`src/smc_pkg.sv`:
```
// smc_pkg: shared widths, codes and types for the sensor mood classifier
// no dependencies; imported by every module of the block except smc_history_ram

package smc_pkg;

    localparam int MaxWindow   = 512;
    localparam int SampleWidth = 11;
    localparam int HoldWidth   = 10;
    localparam int WinWidth    = 10;
    localparam int AddrWidth   = $clog2(MaxWindow);
    localparam int FillWidth   = $clog2(MaxWindow + 1);
    localparam int SumWidth    = SampleWidth + $clog2(MaxWindow);
    localparam int CfgIdxWidth = 3;
    localparam int CfgDatWidth = 11;
    localparam int InDataWidth  = 16;
    localparam int OutDataWidth = 16;

    typedef enum logic [1:0] {
        MOOD_STRESS    = 2'd0,
        MOOD_INBETWEEN = 2'd1,
        MOOD_RELAX     = 2'd2,
        MOOD_IDLE      = 2'd3
    } mood_t;

    typedef enum logic [CfgIdxWidth-1:0] {
        REG_CLASSIFY_ENABLE  = 3'd0,
        REG_WINDOW_LENGTH    = 3'd1,
        REG_RELAX_THRESHOLD  = 3'd2,
        REG_STRESS_THRESHOLD = 3'd3,
        REG_RELAX_HOLD       = 3'd4,
        REG_STRESS_HOLD      = 3'd5,
        REG_IDLE_HOLD        = 3'd6
    } cfg_index_t;

    typedef struct packed {
        logic                   classify_enable;
        logic [WinWidth-1:0]    window_length;
        logic [SampleWidth-1:0] relax_threshold;
        logic [SampleWidth-1:0] stress_threshold;
        logic [HoldWidth-1:0]   relax_hold;
        logic [HoldWidth-1:0]   stress_hold;
        logic [HoldWidth-1:0]   idle_hold;
    } smc_cfg_t;

    typedef struct packed {
        mood_t mood;
        logic  changed;
    } smc_class_t;

    typedef struct packed {
        logic                 busy;
        logic                 done;
        logic [SampleWidth-1:0] quotient;
    } smc_div_stat_t;

endpackage

```
`src/smc_serial_div.sv`:
```
// smc_serial_div: bit-serial restoring divider, one quotient bit per cycle
// depends on smc_pkg for widths and the status struct

module smc_serial_div
    import smc_pkg::*;
(
    input  logic                 clk,
    input  logic                 rst_n,
    input  logic                 start,
    input  logic [SumWidth-1:0]  dividend,
    input  logic [FillWidth-1:0] divisor,
    output smc_div_stat_t        stat
);

    localparam int CntWidth = $clog2(SumWidth);

    logic [SumWidth-1:0]  q_reg;
    logic [FillWidth-1:0] rem_reg;
    logic [FillWidth-1:0] div_reg;
    logic [CntWidth-1:0]  cnt_reg;
    logic                 busy_reg;
    logic                 done_reg;

    logic [FillWidth:0]   trial;
    logic [FillWidth:0]   trial_sub;
    logic                 ge;

    // shift the next dividend bit into the partial remainder
    assign trial     = {rem_reg, q_reg[SumWidth-1]};
    assign ge        = trial >= {1'b0, div_reg};
    assign trial_sub = trial - {1'b0, div_reg};

    always_ff @(posedge clk or negedge rst_n)
    begin
        if (!rst_n)
        begin
            busy_reg <= 1'b0;
            done_reg <= 1'b0;
            cnt_reg  <= '0;
        end
        else
        begin
            done_reg <= 1'b0;
            if (start)
            begin
                busy_reg <= 1'b1;
                cnt_reg  <= '0;
            end
            else if (busy_reg)
            begin
                cnt_reg <= cnt_reg + CntWidth'(1);
                if (cnt_reg == CntWidth'(SumWidth - 1))
                begin
                    busy_reg <= 1'b0;
                    done_reg <= 1'b1;
                end
            end
        end
    end

    always_ff @(posedge clk)
    begin
        if (start)
        begin
            q_reg   <= dividend;
            rem_reg <= '0;
            div_reg <= divisor;
        end
        else if (busy_reg)
        begin
            q_reg   <= {q_reg[SumWidth-2:0], ge};
            rem_reg <= ge ? trial_sub[FillWidth-1:0] : trial[FillWidth-1:0];
        end
    end

    assign stat.busy     = busy_reg;
    assign stat.done     = done_reg;
    assign stat.quotient = q_reg[SampleWidth-1:0];

endmodule

```
`config.mk`:
```
export PLATFORM = sky130hd
export DESIGN_NAME = smc_serial_div
export DESIGN_NICKNAME = d
export VERILOG_FILES = /design/src/smc_pkg.sv /design/src/smc_serial_div.sv
export SDC_FILE = /design/constraint.sdc
export NUM_CORES = 1
export LEC_CHECK = 0
export BUFFER_PORTS_ARGS = -buffer_cell sky130_fd_sc_hd__buf_2
export CORE_MARGIN = 10
export CORE_UTILIZATION = 40
export CTS_CLUSTER_SIZE = 12
export DETAILED_ROUTE_END_ITERATION = 12
export GPL_ROUTABILITY_DRIVEN = 1
export HOLD_SLACK_MARGIN = 0.15
export SYNTH_ARGS = -nofsm -noshare
export SYNTH_HDL_FRONTEND = slang
export SYNTH_SLANG_ARGS = --single-unit
```
`constraint.sdc`:
```
create_clock -name clk -period 2.2 [get_ports clk]
set_input_delay 0.33 -clock clk [delete_from_list [all_inputs] [get_ports clk]]
set_output_delay 0.33 -clock clk [all_outputs]
set_load 0.02 [all_outputs]
```
==> reports/results.tsv, run 1 <==
metric	value	unit
status	completed	
port buffer count	45	
max reg flops	20	
clk sinks	47	
Die X	99.1	µm
final setup fails	0	
clk_lat worst skew	310	ps
post-synthesis compound-gate area fraction	9.16	%
total number of vias	1683	
Setup crit end kind	flop	
reg2reg end	q_reg[0]	
WHS Path Cells	1	
Worst EP arrival	2160	ps
Max Root-Sink Buffers	2	
Worst Hold Class	in2reg	
drt initial violations	101	
PwrDens	1110	nW/µm²
sequential area share after synthesis	51.1	%
CTS tree	built	
fin. max-slew vios	0	
root buffer cell	clkbuf_8	
drt wl/cell	14.8	µm
# rows	28	
final cycle utilization of the critical path	94.9	%
number of nets with antenna violations after routing	0	
Nets	306	
flop-to-flop setup slack	110	ps
Synthesized Nets	257	
die height	99.1	µm
Core Region	5990	µm²
largest net degree at the start of global routing	21	
Adder-Cell Fraction of Synth Area	6.31	%
count of cell types in the netlist	41	
share of layout cells above drive strength 1	42.7	%
commonest non-fill, non-tap cell in the layout	buf_2	
H-tree level count	2	
R2R depth	7	
R2R Path Start	div_reg[8]	
DRC errors left	0	
dpl hpwl	3550	µm
YS warnings	0	
Period minus WS final	2090	ps
Initial Utilization	41.7	%
unrepaired setup endpoints after global routing	true	
simple-gate area share of the yosys netlist	8.76	%
Post-Syn Instances	212	
total track usage	10.1	%
Crit Path Class	reg2reg	
first-pass GRT wire length	8250	µm
CP Launch Type	flop	
die area	9810	µm²
maxcap violations	0	
Fin. Hold Viols	0	
Mapped Area	2500	µm²
area growth from synthesis to layout	22.6	%
Inserted Diodes	0	
initial antenna violation count	0	
Reg clk slew, reported paths	100	ps
post-synthesis mux area share	13.2	%
IO Pins	46	
Max Fclk	479	MHz
slew margin rel.	71.7	%
peak supply drop	0.428	mV
Reg area	1280	µm²
Worst Hold End	div_reg[0]	
leakage power figure	1.33	nW
Synth Area in XOR/XNOR	3.50	%
clock buffer count from CTS	5	
# fillers	541	
dpl ws	-18.5	ps
GPL Wtd Cong	0.879	
vias per std cell	4.99	
largest family of logic cells by synthesized area	multiplexers	
Tightest Pin Transition	424	ps
WL final	4980	µm
Final WS setup	112	ps
Yosys reg bits	47	
Worst Path Max Fanout	5	
GR Overflow Total	0	
vias in the first global route	1719	
Worst Path Required	2270	ps
most frequent cells in the layout	buf_2 (45), edfxtp_1 (30), nor2_1 (29)	
multi-input gate area in the final layout	1130	µm²
clk_skew	8.33	ps
syn avg cell area	11.8	µm²
Worst Hold Launch	divisor[0]	
total iterations of the first detailed-routing run	4	
hold_ws	194	ps
[where the power goes]
group / internal [mW] / switching [mW]
Clock: 0.345 / 0.310
Combinational: 0.826 / 0.713
Sequential: 1.10 / 0.105
[stage by stage]
step                util, %  TNS [ps]  std cells  total power [mW]  area, µm²
CTS                    49.1         0        334              3.21       2940
floorplan                 -         0        212              2.21       2500
global route           51.1     -64.4        337              3.63       3060
detailed placement     46.8     -34.6        325              2.52       2810
global placement       46.8         0        325              2.51       2810
finish                 51.1         0        337              3.40       3060
[worst max path at each step]
stage | startpoint | end | cells after the start
finish | div_reg[8] | q_reg[0] | 7
global route | q_reg[19] | rem_reg[8] | 10
CTS | rem_reg[1] | rem_reg[4] | 8
detailed placement | div_reg[6] | rem_reg[8] | 8
global placement | div_reg[6] | rem_reg[0] | 7
floorplan | div_reg[6] | q_reg[0] | 7
[Yosys cell counts (all sizes together)]
| cell type | instances | area share [%] |
|---|---|---|
| o31ai | 1 | 0.30 |
| ha | 11 | 5.5 |
| mux2i | 9 | 3.6 |
| edfxtp | 30 | 36 |
| o311a | 1 | 0.40 |
| a211oi | 9 | 2.9 |
| nand2b | 1 | 0.25 |
| a21oi | 3 | 0.60 |
| dfxtp | 10 | 8.0 |
| nand4 | 4 | 1.0 |
| a21o | 2 | 0.60 |
| a221o | 1 | 0.40 |
| nor2b | 1 | 0.25 |
| fa | 1 | 0.80 |
| nand3 | 2 | 0.40 |
| clkbuf | 7 | 1.1 |
| nor3 | 4 | 0.80 |
| nand2 | 4 | 0.90 |
| dfrtp | 7 | 7.0 |
| xnor2 | 5 | 1.8 |
| a2111o | 1 | 0.45 |
| mux2 | 21 | 9.6 |
| o21a | 3 | 0.90 |
| a2111oi | 2 | 1.0 |
| nor3b | 1 | 0.30 |
| a211o | 1 | 0.35 |
| nor2 | 29 | 4.4 |
| or2 | 1 | 0.25 |
| a221oi | 1 | 0.35 |
| or3 | 1 | 0.25 |
| o22ai | 2 | 0.50 |
| buf | 14 | 4.7 |
| o21ai | 2 | 0.40 |
| xor2 | 5 | 1.8 |
| inv | 15 | 2.3 |
[per-layer routing]
metal	up-vias	global-route usage, %	wire length, µm
met5	-	0	0
met4	0	4.96	91
met3	7	2.93	231
met2	34	16.0	2420
met1	794	12.3	2230
li1	848	-	-
[worst max-delay path, stage by stage (launching register included)]
cell,delay [ps]
edfxtp_1,370
inv_1,100
ha_4,220
a21o_1,190
a2111oi_4,420
nand2_4,140
buf_4,170
mux2_2,250
[cells by family after synthesis]
kind of cell	count (synthesis)
DFF	47
AOI/OAI and AO/OA	29
and+or+nand+nor	48
xor gates and xnor gates	10
buffers and inverters	36
muxes	30
adders and majority gates	12
[what timing repair did]
item	CTS	global route
hold buffers	1	0
gates resized for setup	2	18
pin swaps	0	11
endpoints found under the setup margin	4	9
setup buffers	0	3
hold endpoints to repair	7	0
[layout make-up]
class / instances / share of cell area, %
Clock inverter: 3 / 1.55
Timing Repair Buffer: 63 / 12.7
Inverter: 15 / 1.84
Tap cell: 75 / 3.06
Sequential cell: 47 / 41.6
Multi-Input combinational cell: 129 / 37.0
Clock buffer: 5 / 2.25
Power figures use the tool's default switching activity.
==> inputs of run 2 (changes only) <==
Settings changed: CORE_MARGIN 10 to unset.
Clock period 2.2 ns to 2.62 ns, I/O delays scaled along.
==> run 2 against run 1 <==
  * Cell count down 3.3%
  * Sequential share of layout area rose by 3.6 points
  * Largest power group is now registers
  * Via count fell by 5.4%
  * Largest cell class unchanged
  * Worst setup slack better by 260 ps
  * First-iteration DRC count down 18%
==> reports/results.tsv, run 2 (synthesis results as in run 1) <==
metric	value	unit	change
status	completed		
Nets	295		-3.6%
area growth from synthesis to layout	12.8	%	
final setup fails	0		unchanged
PwrDens	848	nW/µm²	-24%
fin. max-slew vios	0		unchanged
R2R depth	7		unchanged
crit path cell chain	inv_1 -> ha_1 -> a21o_1 -> a2111oi_2 -> nand2_4 -> mux2_4 -> a211oi_2		
peak supply drop	0.433	mV	+1.4%
Worst Path Max Fanout	13		+8
reg2reg end	rem_reg[0]		
leakage power figure	1.23	nW	-7.6%
dpl hpwl	3150	µm	-11%
vias per std cell	4.88		-2.2%
vias in the first global route	1510		-12%
hold_ws	265	ps	+71.8 ps
number of nets with antenna violations after routing	0		unchanged
final cycle utilization of the critical path	85.9	%	-9.0 points
dpl ws	368	ps	+387 ps
Worst Hold Class	in2reg		
Reg clk slew, reported paths	90	ps	about the same
Core Region	5990	µm²	unchanged
Worst Path Required	2840	ps	+570 ps
first-pass GRT wire length	7300	µm	-12%
share of layout cells above drive strength 1	33.5	%	-9.3 points
slew margin rel.	65.6	%	-6.1 points
Fin. Hold Viols	0		unchanged
clk sinks	47		unchanged
clock buffer count from CTS	5		unchanged
commonest non-fill, non-tap cell in the layout	buf_2		
final setup TNS	0	ps	unchanged
slowest CP cell	a2111oi_2		
largest net degree at the start of global routing	24		+14%
Final WS setup	369	ps	+257 ps
Power Total	2.39	mW	-30%
port buffer count	45		unchanged
CP startpoint	div_reg[8]		
IO Pins	46		unchanged
initial antenna violation count	0		unchanged
Period minus WS final	2250	ps	+163 ps
Setup crit end kind	flop		
die height	81.1	µm	-18%
die area	6570	µm²	-33%
WL final	4260	µm	-14%
total number of vias	1592		-5.4%
most frequent cells in the layout	buf_2 (45), edfxtp_1 (30), nor2_1 (29)		
post-CTS sizing	0		-2
Inserted Diodes	0		unchanged
Worst EP arrival	2470	ps	+310 ps
Max Fclk	444	MHz	-7.2%
Max Root-Sink Buffers	2		unchanged
Setup Fix Bufs, Post-CTS	0		unchanged
# fillers	556		+2.8%
Die X	81.1	µm	-18%
max reg flops	20		unchanged
drt initial violations	83		-18%
# rows	28		unchanged
unrepaired setup endpoints after global routing	false		
WHS Path Cells	1		unchanged
maxcap violations	0		unchanged
root buffer cell	clkbuf_8		
Initial Utilization	41.7	%	unchanged
crit path to	rem_reg[0]		
total track usage	14.9	%	+4.7 points
drt wl/cell	13.1	µm	-12%
GR Overflow Total	0		unchanged
CP Launch Type	flop		
CTS tree	built		
fin util	47.1	%	-4.1 points
Tightest Pin Transition	516	ps	+91.6 ps
CP peak stage delay	480	ps	+60 ps
clk_lat worst skew	300	ps	about the same
hold_buf cts	1		unchanged
Crit Path Class	reg2reg		
flop-to-flop setup slack	370	ps	+260 ps
total iterations of the first detailed-routing run	4		unchanged
GPL Wtd Cong	0.872		-0.86%
R2R Path Start	div_reg[8]		
H-tree level count	2		unchanged
DRC errors left	0		unchanged
clk_skew	14.3	ps	+5.99 ps
[run 2: changes by cell type in the layout (fill, tap and decap cells not counted), sizes merged]
| cell | previous run | this run |
|---|---|---|
| clkbuf | 5 | 6 |
| clkinv | 1 | 2 |
| bufinv | 1 | 0 |
| inv | 16 | 15 |
| buf | 62 | 51 |
[run 2: stage by stage]
step / std cells / area, µm²
2_1_floorplan: 212 / 2500
3_3_place_gp: 317 / 2720
3_5_place_dp: 317 / 2720
4_1_cts: 326 / 2820
5_1_grt: 326 / 2820
6_report: 326 / 2820
[run 2: where the power goes]
part	internal [mW]	leakage, nW	switching, mW
clock	0.192	0.0454	0.246
sequential	0.925	0.483	0.0843
combinational	0.454	0.698	0.490
[run 2: cell type report]
type                       count  area [µm²]  area share (%)
sequential                    47        1280            45.3
tap                           75        93.8            3.33
inverter                      15        56.3            2.00
clock inverter                 2        17.5           0.621
clock buffer                   6        72.6            2.57
timing repair buffer          52         280            9.94
multi-input combinational    129        1020            36.3
[run 2: per-layer routing]
metal / part of all wire, % / vias up / global-route usage [%]
li1: - / 819 / -
met1: 51 / 740 / 20.5
met2: 45 / 27 / 22.9
met3: 2.5 / 6 / 3.71
met4: 1.4 / 0 / 4.29
met5: 0 / - / 0
[run 2: worst min-delay path by stage]
stage	from	endpoint	slack (ps)
detailed placement	rst_n	cnt_reg[2]	240
global route	divisor[9]	div_reg[9]	250
CTS	divisor[1]	div_reg[1]	260
floorplan	rst_n	busy_reg	100
global placement	rst_n	cnt_reg[3]	230
finish	divisor[1]	div_reg[1]	270
[run 2: worst max-delay path, delay by kind of cell, from the launching register on]
family / cells / cell delay (ps)
AOI/OAI and AO/OA: 3 / 890
adders and majority gates: 1 / 260
buffers and inverters: 1 / 70
DFF: 1 / 370
muxes: 1 / 350
and+or+nand+nor: 1 / 240
==> inputs of run 3 (changes only) <==
Settings changed: PLACE_DENSITY set to 0.59.
==> run 3 against run 2 <==
  * Global-route usage shrank 0.69 points
  * Clock power decreased by 5.5%
  * Flip-flop and latch count stayed put
  * Power decreased by 1.2%
  * Combinational power decreased by 0.5%
  * Non-clock buffer count unchanged
  * First-iteration DRC count is 25% lower
  * Worst setup slack better by 13 ps
  * Sequential power is essentially flat
  * Critical path type unchanged
  * Critical endpoint is now rem_reg[8]
  * Largest cell class unchanged
  * Highest routed layer unchanged
==> reports/results.tsv, run 3 (synthesis results as in run 1) <==
metric	value	unit	change
Worst Hold Launch	divisor[0]		
Fin. Hold Viols	0		unchanged
Worst EP arrival	2440	ps	-30 ps
total track usage	14.2	%	-0.69 points
die area	6570	µm²	unchanged
vias per std cell	4.85		-0.63%
post-CTS sizing	0		unchanged
Setup crit end kind	flop		
fin. max-slew vios	0		unchanged
die height	81.1	µm	unchanged
slew margin rel.	66.3	%	+0.73 points
# rows	28		unchanged
max reg flops	20		unchanged
clk_lat worst skew	290	ps	about the same
number of nets with antenna violations after routing	0		unchanged
flop-to-flop setup slack	380	ps	about the same
peak supply drop	0.350	mV	-19%
Tightest Pin Transition	505	ps	-11.0 ps
IO Pins	46		unchanged
Worst Hold End	div_reg[0]		
area growth from synthesis to layout	12.5	%	
Initial Utilization	41.7	%	unchanged
Setup Fix Bufs, Post-CTS	0		unchanged
drt wl/cell	12.9	µm	-0.99%
most frequent cells in the layout	buf_2 (45), edfxtp_1 (30), nor2_1 (29)		
dpl hpwl	3140	µm	-0.29%
clk_skew	8.86	ps	-5.46 ps
Period minus WS final	2240	ps	-13.1 ps
leakage power figure	1.22	nW	-0.23%
# fillers	544		-2.2%
WL final	4220	µm	-0.99%
Inserted Diodes	0		unchanged
GR Overflow Total	0		unchanged
vias in the first global route	1540		+2.0%
final setup fails	0		unchanged
Core Region	5990	µm²	unchanged
first-pass GRT wire length	7020	µm	-3.8%
Worst Path Required	2830	ps	about the same
multi-input gate area in the final layout	1020	µm²	unchanged
R2R depth	10		+3
drt initial violations	62		-25%
total iterations of the first detailed-routing run	4		unchanged
largest net degree at the start of global routing	22		-8.3%
Worst Hold Class	in2reg		
Die X	81.1	µm	unchanged
hold_buf cts	1		unchanged
initial antenna violation count	0		unchanged
status	completed		
CP Launch Type	flop		
GPL Wtd Cong	0.832		-4.5%
Worst Path Max Fanout	3		-10
Max Fclk	447	MHz	+0.58%
Reg area	1280	µm²	unchanged
R2R Path Start	q_reg[19]		
final cycle utilization of the critical path	85.4	%	-0.50 points
maxcap violations	0		unchanged
clk sinks	47		unchanged
H-tree level count	2		unchanged
Reg clk slew, reported paths	90	ps	about the same
PwrDens	840	nW/µm²	-0.92%
commonest non-fill, non-tap cell in the layout	buf_2		
Nets	295		unchanged
total number of vias	1582		-0.63%
port buffer count	45		unchanged
WHS Path Cells	1		unchanged
Max Root-Sink Buffers	2		unchanged
root buffer cell	clkbuf_8		
reg2reg end	rem_reg[8]		
clock buffer count from CTS	5		unchanged
final setup TNS	0	ps	unchanged
Crit Path Class	reg2reg		
hold_ws	270	ps	+4.35 ps
unrepaired setup endpoints after global routing	false		
CTS tree	built		
share of layout cells above drive strength 1	33.1	%	-0.40 points
DRC errors left	0		unchanged
[run 3: cell count changes in the layout (fill, tap and decap cells not counted)]
cell | before | now
clkinv_1 | 0 | 1
clkinv_2 | 0 | 1
clkinv_4 | 2 | 0
[run 3: worst max-delay path by stage]
stage,startpoint,cells after the start,end,slack [ps]
final,q_reg[19],10,rem_reg[8],380
after global routing,q_reg[19],10,rem_reg[6],190
after CTS,div_reg[8],7,rem_reg[0],380
after detailed placement,q_reg[19],10,rem_reg[8],390
after global placement,div_reg[1],8,rem_reg[0],410
after floorplan,div_reg[6],7,q_reg[0],550
[run 3: where the power goes]
group,leakage [nW],switching (mW),internal (mW)
sequential,0.483,0.0832,0.925
clock,0.0426,0.230,0.184
combinational,0.698,0.485,0.455
[run 3: area by class of cell]
type                            count  share of cell area, %
Tap cell                           75                   3.34
Sequential cell                    47                   45.4
Multi-Input combinational cell    129                   36.4
Inverter                           15                   2.00
Clock inverter                      2                  0.312
Timing Repair Buffer               52                   9.97
Clock buffer                        6                   2.58
[run 3: through the flow]
| stage | cells | util [%] | power, mW | instance area, µm² | setup WS, ps |
|---|---|---|---|---|---|
| finish | 326 | 46.9 | 2.36 | 2810 | 382 |
| CTS | 326 | 46.9 | 2.40 | 2810 | 378 |
| detailed placement | 317 | 45.4 | 1.97 | 2720 | 386 |
| global placement | 317 | 45.4 | 1.96 | 2720 | 409 |
| global route | 326 | 46.9 | 2.54 | 2810 | 188 |
| floorplan | 212 | - | 1.85 | 2500 | 554 |
[run 3: critical path: stages (launching register included)]
cell      delay, ps
edfxtp_1        370
inv_1            80
ha_1            170
inv_1            60
fa_1            390
a211oi_1        310
nor3b_1         150
o22ai_1         170
xnor2_1         140
mux2i_1          90
a211oi_1        220
[run 3: layer usage]
layer	track usage (%)	vias to the layer above	share of wire [%]
li1	-	825	-
met1	19.2	737	52
met2	22.9	18	45
met3	3.03	2	2.4
met4	3.75	0	0.64
met5	0	-	0
