`config.mk`:
```
export PLATFORM = sky130hd
export DESIGN_NAME = smc_classifier
export DESIGN_NICKNAME = d
export VERILOG_FILES = /design/src/smc_pkg.sv /design/src/smc_classifier.sv
export SDC_FILE = /design/constraint.sdc
export NUM_CORES = 1
export LEC_CHECK = 0
export BUFFER_PORTS_ARGS = -buffer_cell sky130_fd_sc_hd__buf_4
export CAP_MARGIN = 10
export CORE_UTILIZATION = 58
export CTS_CLUSTER_DIAMETER = 40
export DETAILED_ROUTE_END_ITERATION = 16
export PLACE_DENSITY = 0.8
export REMOVE_ABC_BUFFERS = 1
export SYNTH_ARGS = -nofsm -noshare
export SYNTH_HDL_FRONTEND = slang
export SYNTH_SLANG_ARGS = --single-unit
export TNS_END_PERCENT = 20
```
`constraint.sdc`:
```
create_clock -name clk -period 4.5 [get_ports clk]
set_input_delay 0.675 -clock clk [delete_from_list [all_inputs] [get_ports clk]]
set_output_delay 0.675 -clock clk [all_outputs]
set_load 0.01 [all_outputs]
```
`src/smc_pkg.sv`:
```
// smc_pkg: shared widths, codes and types for the sensor mood classifier
// no dependencies; imported by every module of the block except smc_history_ram

package smc_pkg;

    localparam int MaxWindow   = 512;
    localparam int SampleWidth = 11;
    localparam int HoldWidth   = 10;
    localparam int WinWidth    = 10;
    localparam int AddrWidth   = $clog2(MaxWindow);
    localparam int FillWidth   = $clog2(MaxWindow + 1);
    localparam int SumWidth    = SampleWidth + $clog2(MaxWindow);
    localparam int CfgIdxWidth = 3;
    localparam int CfgDatWidth = 11;
    localparam int InDataWidth  = 16;
    localparam int OutDataWidth = 16;

    typedef enum logic [1:0] {
        MOOD_STRESS    = 2'd0,
        MOOD_INBETWEEN = 2'd1,
        MOOD_RELAX     = 2'd2,
        MOOD_IDLE      = 2'd3
    } mood_t;

    typedef enum logic [CfgIdxWidth-1:0] {
        REG_CLASSIFY_ENABLE  = 3'd0,
        REG_WINDOW_LENGTH    = 3'd1,
        REG_RELAX_THRESHOLD  = 3'd2,
        REG_STRESS_THRESHOLD = 3'd3,
        REG_RELAX_HOLD       = 3'd4,
        REG_STRESS_HOLD      = 3'd5,
        REG_IDLE_HOLD        = 3'd6
    } cfg_index_t;

    typedef struct packed {
        logic                   classify_enable;
        logic [WinWidth-1:0]    window_length;
        logic [SampleWidth-1:0] relax_threshold;
        logic [SampleWidth-1:0] stress_threshold;
        logic [HoldWidth-1:0]   relax_hold;
        logic [HoldWidth-1:0]   stress_hold;
        logic [HoldWidth-1:0]   idle_hold;
    } smc_cfg_t;

    typedef struct packed {
        mood_t mood;
        logic  changed;
    } smc_class_t;

    typedef struct packed {
        logic                 busy;
        logic                 done;
        logic [SampleWidth-1:0] quotient;
    } smc_div_stat_t;

endpackage

```
`src/smc_classifier.sv`:
```
// smc_classifier: hold counters, idle detector and mood register
// depends on smc_pkg for config and result structs and mood codes

module smc_classifier
    import smc_pkg::*;
(
    input  logic                   clk,
    input  logic                   rst_n,
    input  logic                   step,
    input  smc_cfg_t               cfg,
    input  logic [SampleWidth-1:0] average,
    output smc_class_t             result
);

    localparam logic [15:0] Recip5 = 16'hCCCD;

    // floor(7*hold/5), saturated to the counter range
    function automatic logic [HoldWidth-1:0] hold_cap(input logic [HoldWidth-1:0] hold);
        logic [HoldWidth+2:0]  x7;
        logic [HoldWidth+18:0] prod;
        logic [HoldWidth:0]    q;
        x7   = {hold, 3'b000} - {3'b000, hold};
        prod = x7 * Recip5;
        q    = prod[HoldWidth+18:18];
        if (q > {1'b0, {HoldWidth{1'b1}}})
        begin
            q = {1'b0, {HoldWidth{1'b1}}};
        end
        return q[HoldWidth-1:0];
    endfunction

    function automatic logic [HoldWidth-1:0] hold_step(
        input logic [HoldWidth-1:0] cnt,
        input logic                 up,
        input logic [HoldWidth-1:0] cap
    );
        logic [HoldWidth:0] n;
        if (up)
        begin
            n = {1'b0, cnt} + (HoldWidth+1)'(1);
        end
        else if (cnt == '0)
        begin
            n = '0;
        end
        else
        begin
            n = {1'b0, cnt} - (HoldWidth+1)'(1);
        end
        if (n > {1'b0, cap})
        begin
            n = {1'b0, cap};
        end
        return n[HoldWidth-1:0];
    endfunction

    logic [HoldWidth-1:0]   stress_cap_reg;
    logic [HoldWidth-1:0]   relax_cap_reg;
    logic [HoldWidth-1:0]   stress_cnt_reg;
    logic [HoldWidth-1:0]   relax_cnt_reg;
    logic [HoldWidth-1:0]   idle_cnt_reg;
    logic [SampleWidth-1:0] last_avg_reg;
    mood_t                  mood_reg;
    logic                   changed_reg;

    logic [HoldWidth-1:0]   stress_cnt_next;
    logic [HoldWidth-1:0]   relax_cnt_next;
    logic [HoldWidth-1:0]   idle_cnt_next;
    logic [HoldWidth:0]     idle_inc;
    logic signed [SampleWidth:0] diff;
    logic                   steady;
    mood_t                  mood_next;

    // caps follow the hold registers in the next cycle
    always_ff @(posedge clk)
    begin
        stress_cap_reg <= hold_cap(cfg.stress_hold);
        relax_cap_reg  <= hold_cap(cfg.relax_hold);
    end

    always_comb
    begin
        stress_cnt_next = hold_step(stress_cnt_reg, average <= cfg.stress_threshold,
                                    stress_cap_reg);
        relax_cnt_next  = hold_step(relax_cnt_reg, average >= cfg.relax_threshold,
                                    relax_cap_reg);
        diff     = $signed({1'b0, average}) - $signed({1'b0, last_avg_reg});
        steady   = (diff > -(SampleWidth+1)'(16)) && (diff < (SampleWidth+1)'(16));
        idle_inc = {1'b0, idle_cnt_reg} + (HoldWidth+1)'(1);

        mood_next = MOOD_INBETWEEN;
        if (stress_cnt_next > cfg.stress_hold)
        begin
            mood_next = MOOD_STRESS;
        end
        if (relax_cnt_next > cfg.relax_hold)
        begin
            mood_next = MOOD_RELAX;
        end

        if (!steady)
        begin
            idle_cnt_next = '0;
        end
        else if (idle_inc > {1'b0, cfg.idle_hold})
        begin
            idle_cnt_next = cfg.idle_hold;
            mood_next     = MOOD_IDLE;
        end
        else
        begin
            idle_cnt_next = idle_inc[HoldWidth-1:0];
        end
    end

    always_ff @(posedge clk or negedge rst_n)
    begin
        if (!rst_n)
        begin
            stress_cnt_reg <= '0;
            relax_cnt_reg  <= '0;
            idle_cnt_reg   <= '0;
            last_avg_reg   <= '0;
            mood_reg       <= MOOD_INBETWEEN;
            changed_reg    <= 1'b0;
        end
        else if (step)
        begin
            if (cfg.classify_enable)
            begin
                stress_cnt_reg <= stress_cnt_next;
                relax_cnt_reg  <= relax_cnt_next;
                idle_cnt_reg   <= idle_cnt_next;
                last_avg_reg   <= average;
                mood_reg       <= mood_next;
                changed_reg    <= mood_next != mood_reg;
            end
            else
            begin
                changed_reg <= 1'b0;
            end
        end
    end

    assign result.mood    = mood_reg;
    assign result.changed = changed_reg;

endmodule
```
==> metrics.txt, run 1 <==
via count 14063; Root Buffer Master clkbuf_16; Clock Latency Late Sink 340 ps; status finished, violations left; Worst R2R Path Depth 27; setup slack, reg-to-reg -1870 ps; Post-synth EDFFs 0; delay of the slowest critical-path stage 610 ps; crit end category flop; HP Class input pin to asynchronous set/reset pin; # fillers 1105; register area 1500 µm²; upper clock frequency limit 137 MHz; pre-CTS setup slack -2630 ps; CP max-delay cell fa_2; Die Span Y 149 µm; cts hold-fix bufs 0; Clock Pin Slew Worst Setup and Hold Paths 60 ps; starting density of the core 59.4%; Max Cap Violations 0; num rows 53; Final Hold Fails 0; WP data required 4700 ps; largest cells by area after synthesis ha_1, fa_1, inv_1; io pins 80; clock tree from TritonCTS built; period utilisation layout 162%; post-synthesis sequential area ratio 11.9%; Worst Tran Pin Value 945 ps; Slew headroom 37.0%; Pre-antenna DRT Iters 9; initial antenna violation count 2; WS Path Type input pin to flop; failing checks negative setup slack; CP bufs+invs 7; core area 21200 µm²; ant diodes 0; Yosys top cell area share 26.1%; Num Clock Sinks 64; critical path's most frequent cell buf_4; P&R area growth vs syn 39.1%; Max Buffers Root-to-Sink 2; Yosys cell types 77; YS warnings 0; largest net degree at the start of global routing 47; GRT overflow 0; Num CTS Buffers 9; Slew Viols, Final 0; r2r endpoint changed_reg; area occupied by multi-input gates 10800 µm²; vias in the first global route 13928; RSZ-0062 raised after global routing true; final setup vio count 33; GRT Util Overall 39.8%; wire length per cell 24.3 µm; Detail Placement HPWL 29300 µm; first-pass GRT wire length 68800 µm; H-Tree Level Count 3; final wirelength 52700 µm; crit-path max FO 5; # nets final 2327; CP Launch Type input pin; slack of the critical path -2810 ps; delay-heaviest family, CP adder cells; Synth Flop Type dfrtp_1; Antenna Violating Nets Remaining 0; FF+latch count, synth 64; gpl congestion 0.906; Synth area leader ha_1; Tmin final 7310 ps; remaining routing DRC violations 0; max reg flops 11; via/cell ratio 6.48; CP arrival 7510 ps; Die Span X 149 µm; Die ar. 22300 µm²; Syn Inst Count 1453; Avg Cell Area, Syn 8.66 µm²; finished layout cell area 17500 µm²; port bufs 69; final core occ 82.7%; fraction of layout cells with a size suffix above 1 35.8%; Worst Skew 10.4 ps; placed inst area 15800 µm²; R2R Path Start relax_cnt_reg[0]; Async SR Flop Fraction 68.8%; Cell Area, Synth 12600 µm²; DR iter-0 viols 1508
metrics by stage:
stage / hold WS (ps) / cells / setup TNS, ps
finish: 349 / 2171 / -63630
global route: 388 / 2171 / -63640
CTS: 368 / 2156 / -36770
detailed placement: 488 / 2113 / -60910
global placement: 466 / 2113 / -51810
floorplan: 379 / 1431 / -47560
metal layers:
layer	global-route usage (%)	wire, µm	vias up
li1	-	-	5859
met4	27.4	5820	6
met5	0	74	-
met2	70.5	23500	1150
met3	7.46	6170	529
met1	42.9	17200	6519
placed cells by master, fill, tap and decap left out, types with 15 or more instances in the layout:
| cell | count |
|---|---|
| a21o_1 | 20 |
| a21oi_1 | 45 |
| inv_2 | 24 |
| nor3_1 | 21 |
| dfxtp_1 | 20 |
| a21oi_2 | 16 |
| dfrtp_1 | 43 |
| nor2b_1 | 15 |
| inv_1 | 275 |
| o211ai_1 | 16 |
| xnor2_1 | 20 |
| o21ai_0 | 38 |
| buf_4 | 434 |
| o21a_1 | 22 |
| mux2_2 | 36 |
| nand4_1 | 20 |
| ha_1 | 226 |
| fa_1 | 90 |
| xor2_1 | 24 |
| ha_4 | 33 |
| o21ai_1 | 15 |
| nand3_1 | 32 |
| nand2_1 | 73 |
| nor2_1 | 57 |
cells by family (layout without fill, tap and decap cells):
logic type | after synthesis | after routing | share of synthesized area [%]
AOI/OAI and AO/OA | 289 | 289 | 15.5
xor gates and xnor gates | 56 | 56 | 3.96
buffers and inverters | 327 | 770 | 10.2
muxes | 46 | 46 | 4.14
and+or+nand+nor | 312 | 312 | 12.7
adders and majority gates | 359 | 359 | 41.5
DFF | 64 | 64 | 11.9
worst max path at each step:
stage                       start           endpoint  slack [ps]  cells past startpoint
after floorplan           cfg[23]   relax_cap_reg[5]       -2360                     29
after global placement    cfg[20]   relax_cap_reg[5]       -2300                     30
after detailed placement  cfg[23]   relax_cap_reg[1]       -2630                     31
after CTS                 cfg[20]   relax_cap_reg[2]       -1770                     30
after global routing      cfg[13]  stress_cap_reg[9]       -2900                     24
final                     cfg[13]  stress_cap_reg[9]       -2810                     28
layout make-up:
cell class,count,area share (%)
Multi-Input combinational cell,1062,61.5
Sequential cell,64,8.59
Clock buffer,9,1.29
Timing Repair Buffer,449,19.7
Tap cell,275,1.97
Clock inverter,7,0.272
Inverter,305,6.66
timing repair:
action                                  CTS  global route
resized for setup                       144            89
pin swaps                                87            66
endpoints found under the hold margin     0             0
endpoints found under the setup margin   24            41
setup buffers                            27            15
cell usage after synthesis (8+ instances only):
cell,n
o21a_1,22
dfxtp_1,20
nor3_1,22
o211ai_1,16
nand2b_1,17
a211oi_1,13
or3_1,11
xnor2_1,29
xor2_1,26
fa_1,97
nand3_1,35
nand4_1,20
clkbuf_1,11
inv_1,305
nor2b_1,17
a211o_1,8
ha_1,262
a21oi_1,62
a31oi_1,17
dfrtp_1,43
mux2_2,36
nor4_1,10
o21ai_0,61
nand2_1,75
nor2_1,62
a21o_1,20
Power of run 1 is left out: the tool's default activity adds up to more than one toggle a clock period on the data nets, which glitch-free logic cannot reach.
==> run 2, diff against run 1 <==
PLACE_DENSITY = unset   (was 0.8)
PLACE_DENSITY_LB_ADDON = 0.12   (was unset)
==> metrics.txt, run 2 (synthesis gave the netlist of run 1 again) <==
worst hold slack 353 ps (+3.80 ps); Die ar. 22300 µm² (unchanged); CP bufs+invs 12 (+5); Num Clock Sinks 64 (unchanged); commonest non-fill, non-tap cell in the layout buf_4; crit end category flop; final wirelength 37900 µm (-28%); HP Class input pin to asynchronous set/reset pin; CP Launch Type input pin; Slew headroom 38.7% (+1.7 points); starting density of the core 59.4% (unchanged); CP arrival 6810 ps (-700 ps); first-pass GRT wire length 55200 µm (-20%); period utilisation layout 146% (-16 points); fraction of layout cells with a size suffix above 1 33.3% (-2.5 points); Max Buffers Root-to-Sink 2 (unchanged); r2r endpoint changed_reg; gpl congestion 0.884 (-2.4%); Worst Skew 5.32 ps (-5.07 ps); port bufs 69 (unchanged); wire length per cell 17.6 µm (-28%); Tmin final 6580 ps (-728 ps); Root Buffer Master clkbuf_16; remaining routing DRC violations 0 (unchanged); critical path's most frequent cell buf_4; DR iter-0 viols 521 (-65%); H-Tree Level Count 3 (unchanged); Num CTS Buffers 9 (unchanged); via/cell ratio 5.76 (-11%); Clock Pin Slew Worst Setup and Hold Paths 60 ps (about the same); WP data required 4720 ps (+20 ps); Antenna Violating Nets Remaining 0 (unchanged); io pins 80 (unchanged); Pre-antenna DRT Iters 6 (-3); largest net degree at the start of global routing 47 (unchanged); Final Hold Fails 0 (unchanged); Worst Tran Pin Value 919 ps (-25.4 ps); placed insts 2117 (+0.19%); worst setup path startpoint cfg[25]; final core occ 81.1% (-1.6 points); failing checks negative setup slack; Die Span X 149 µm (unchanged); via count 12433 (-12%); status finished, violations left; R2R Path Start relax_cnt_reg[0]; Detail Placement HPWL 27600 µm (-6.0%); delay-heaviest family, CP adder cells; # nets final 2314 (-0.56%); max reg flops 11 (unchanged); vias in the first global route 12283 (-12%); clock tree from TritonCTS built; core area 21200 µm² (unchanged); Max Cap Violations 0 (unchanged); num rows 53 (unchanged); RSZ-0062 raised after global routing true; finished layout cell area 17200 µm² (-1.9%); slack of the critical path -2080 ps (+728 ps); non-filler cells, final 2158 (-0.60%); final setup vio count 24 (-27%); initial antenna violation count 0 (-2); most frequent cells in the layout buf_4, inv_1, ha_1; CP max-delay cell fa_1; Clock Latency Late Sink 330 ps (about the same); Worst R2R Path Depth 24 (-11%); Die Span Y 149 µm (unchanged); GRT overflow 0 (unchanged); Slew Viols, Final 0 (unchanged); WS Path Type input pin to flop; ant diodes 0 (unchanged); placed inst area 15900 µm² (+0.19%); setup slack, reg-to-reg -710 ps (+1160 ps); P&R area growth vs syn 36.5%; delay of the slowest critical-path stage 610 ps (about the same); GRT Util Overall 30.7% (-9.1 points); crit-path max FO 6 (+1); upper clock frequency limit 152 MHz (+11%)
-- run 2: layout make-up --
type,count,area [µm²]
multi-input combinational,1062,10600
fill,1330,3990
timing repair buffer,436,3310
sequential,64,1500
inverter,305,1150
tap,275,344
clock buffer,12,236
clock inverter,4,22.5
-- run 2: worst max path at each step --
| stage | to | slack [ps] | cells past startpoint |
|---|---|---|---|
| final | relax_cap_reg[4] | -2080 | 32 |
| after CTS | relax_cap_reg[5] | -1750 | 31 |
| after detailed placement | relax_cap_reg[4] | -2720 | 32 |
| after floorplan | relax_cap_reg[5] | -2360 | 29 |
| after global placement | relax_cap_reg[2] | -2470 | 32 |
| after global routing | relax_cap_reg[4] | -2370 | 32 |
-- run 2: per-stage QoR --
step,setup TNS (ps),worst slack [ps]
floorplan,-47560,-2360
global placement,-55780,-2470
detailed placement,-63070,-2720
CTS,-37790,-1750
global route,-52470,-2370
finish,-43950,-2080
-- run 2: worst reg2reg max path: cells and delay by family, from the launching register on --
family | cells | cell delay, ps
AND/OR/NAND/NOR | 10 | 1830
AO/OA/AOI/OAI | 9 | 1500
adder cells (fa/ha/maj) | 2 | 590
flip-flops | 1 | 410
multiplexers | 1 | 390
buffers and inverters | 2 | 360
-- run 2: repair_timing --
item,4_1_cts,5_1_grt
endpoints found under the setup margin,32,39
hold buffers,0,0
cloned,1,0
pin swaps,64,67
gates resized for setup,87,86
setup buffers,14,10
-- run 2: per-layer routing --
layer | vias to the layer above | wire length, µm | GRT usage (%)
met5 | - | 0 | 0
li1 | 5847 | - | -
met3 | 151 | 1760 | 2.78
met4 | 0 | 1810 | 11.1
met2 | 447 | 19300 | 56.1
met1 | 5988 | 15000 | 37.4
Power of run 2 is left out for the same reason.
==> run 3, diff against run 2 <==
REMOVE_ABC_BUFFERS = unset   (was 1)
==> metrics.txt, run 3 (synthesis gave the netlist of run 1 again) <==
core area 21200 µm² (unchanged); commonest non-fill, non-tap cell in the layout buf_4; P&R area growth vs syn 36.6%; first-pass GRT wire length 57000 µm (+3.3%); Die Span Y 149 µm (unchanged); CP max-delay cell fa_2; slack of the critical path -1670 ps (+415 ps); port bufs 69 (unchanged); clock tree from TritonCTS built; status finished, violations left; non-filler cells, final 2145 (-0.60%); crit-path max FO 5 (-1); delay-heaviest family, CP adder cells; WP data required 4730 ps (about the same); Max Cap Violations 0 (unchanged); Die ar. 22300 µm² (unchanged); CP bufs+invs 5 (-7); HP Class input pin to asynchronous set/reset pin; pre-CTS setup slack -2050 ps (+663 ps); starting density of the core 59.4% (unchanged); Detail Placement HPWL 28000 µm (+1.7%); failing checks negative setup slack; num rows 53 (unchanged); crit end category flop; Num CTS Buffers 9 (unchanged); io pins 80 (unchanged); via/cell ratio 5.57 (-3.4%); finished layout cell area 17200 µm² (+0.13%); remaining routing DRC violations 0 (unchanged); Clock Latency Late Sink 340 ps (about the same); ant diodes 0 (unchanged); initial antenna violation count 0 (unchanged); Levels on crit path 29 (-9.4%); Num Clock Sinks 64 (unchanged); # nets final 2301 (-0.56%); final setup vio count 26 (+8.3%); largest net degree at the start of global routing 47 (unchanged); max reg flops 11 (unchanged); delay of the slowest critical-path stage 560 ps (-50 ps); Root Buffer Master clkbuf_16; CP arrival 6400 ps (-410 ps); H-Tree Level Count 3 (unchanged); gpl congestion 0.977 (+10%); placed inst area 16200 µm² (+2.2%); cts hold-fix bufs 0 (unchanged); critical path's most frequent cell a21o_1; upper clock frequency limit 162 MHz (+6.7%); most frequent cells in the layout buf_4, inv_1, ha_1; period utilisation layout 137% (-9.2 points); Die Span X 149 µm (unchanged); Worst Tran Pin Value 946 ps (+26.3 ps); fraction of layout cells with a size suffix above 1 33.2% (-0.089 points); Max Buffers Root-to-Sink 2 (unchanged); vias in the first global route 12479 (+1.6%); Tmin final 6170 ps (-415 ps); Final Hold Fails 0 (unchanged); wire length per cell 16.1 µm (-8.2%); GRT overflow 0 (unchanged); DR iter-0 viols 405 (-22%); RSZ-0062 raised after global routing true; final wirelength 34600 µm (-8.8%); syn nets 1889; Worst R2R Path Depth 23 (-4.2%); Slew headroom 37.0% (-1.8 points); GRT Util Overall 32.1% (+1.3 points); Worst Skew 5.69 ps (+0.371 ps); Pre-antenna DRT Iters 6 (unchanged); CP Launch Type input pin; Clock Pin Slew Worst Setup and Hold Paths 60 ps (about the same); Antenna Violating Nets Remaining 0 (unchanged); placed insts 2105 (-0.57%); via count 11938 (-4.0%); WS Path Type input pin to flop; Slew Viols, Final 0 (unchanged)
## run 3: layout make-up
cell class	count	area, µm²
Inverter	305	1170
Timing Repair Buffer	422	3230
Multi-Input combinational cell	1063	10600
Fill cell	1371	3970
Clock buffer	11	253
Sequential cell	64	1500
Clock inverter	5	103
Tap cell	275	344
## run 3: routing by layer
metal  vias to the layer above  GRT usage [%]  wire (µm)
met1                      5751           37.4      14400
met5                         -              0          0
met4                         0           12.4       1260
li1                       5821              -          -
met2                       271           59.5      17700
met3                        95           3.64       1190
## run 3: path summary, 6_finish.rpt
| kind | slack [ps] | end | start |
|---|---|---|---|
| setup / recovery | -1670 | relax_cap_reg[5] | cfg[23] |
| hold / removal | 340 | last_avg_reg[0] | rst_n |
| setup reg to reg | -720 | changed_reg | relax_cnt_reg[1] |
| hold reg to reg | 480 | mood_reg[0] | mood_reg[0] |
| max in group asynchronous | 3760 | relax_cnt_reg[5] | rst_n |
| min in group clk | 480 | mood_reg[0] | mood_reg[0] |
## run 3: worst reg2reg max path: stages (launching register included)
cell and delay, ps:
dfrtp_1 420, nor2_1 160, nand3b_1 140, or3_1 370, nor3_1 210, o211ai_1 160, o21bai_1 200, a22oi_1 290
ha_1 310, and3_1 210, a221oi_2 270, o22ai_2 120, buf_4 180, mux2_2 310, ha_1 310, nand4_1 100
or3_4 370, o2111ai_1 80, a211o_1 140, nand2_2 70, nor4_1 270, a21oi_1 70, o32ai_1 270, a21oi_1 70
## run 3: metrics by stage
stage | setup TNS (ps) | utilization, % | hold WS (ps)
6_report | -34770 | 81.2 | 343
3_3_place_gp | -44460 | 76.6 | 460
3_5_place_dp | -49540 | 76.6 | 471
4_1_cts | -33990 | 80.3 | 365
2_1_floorplan | -33720 | - | 379
5_1_grt | -42380 | 81.2 | 391
## run 3: timing repair
| action | CTS | global route |
|---|---|---|
| hold endpoints to repair | 0 | 0 |
| setup endpoints to repair | 28 | 42 |
| setup buffers | 19 | 3 |
| gates resized for setup | 62 | 39 |
| cloned | 2 | 0 |
| pin swaps | 61 | 24 |
Power of run 3 is left out for the same reason.
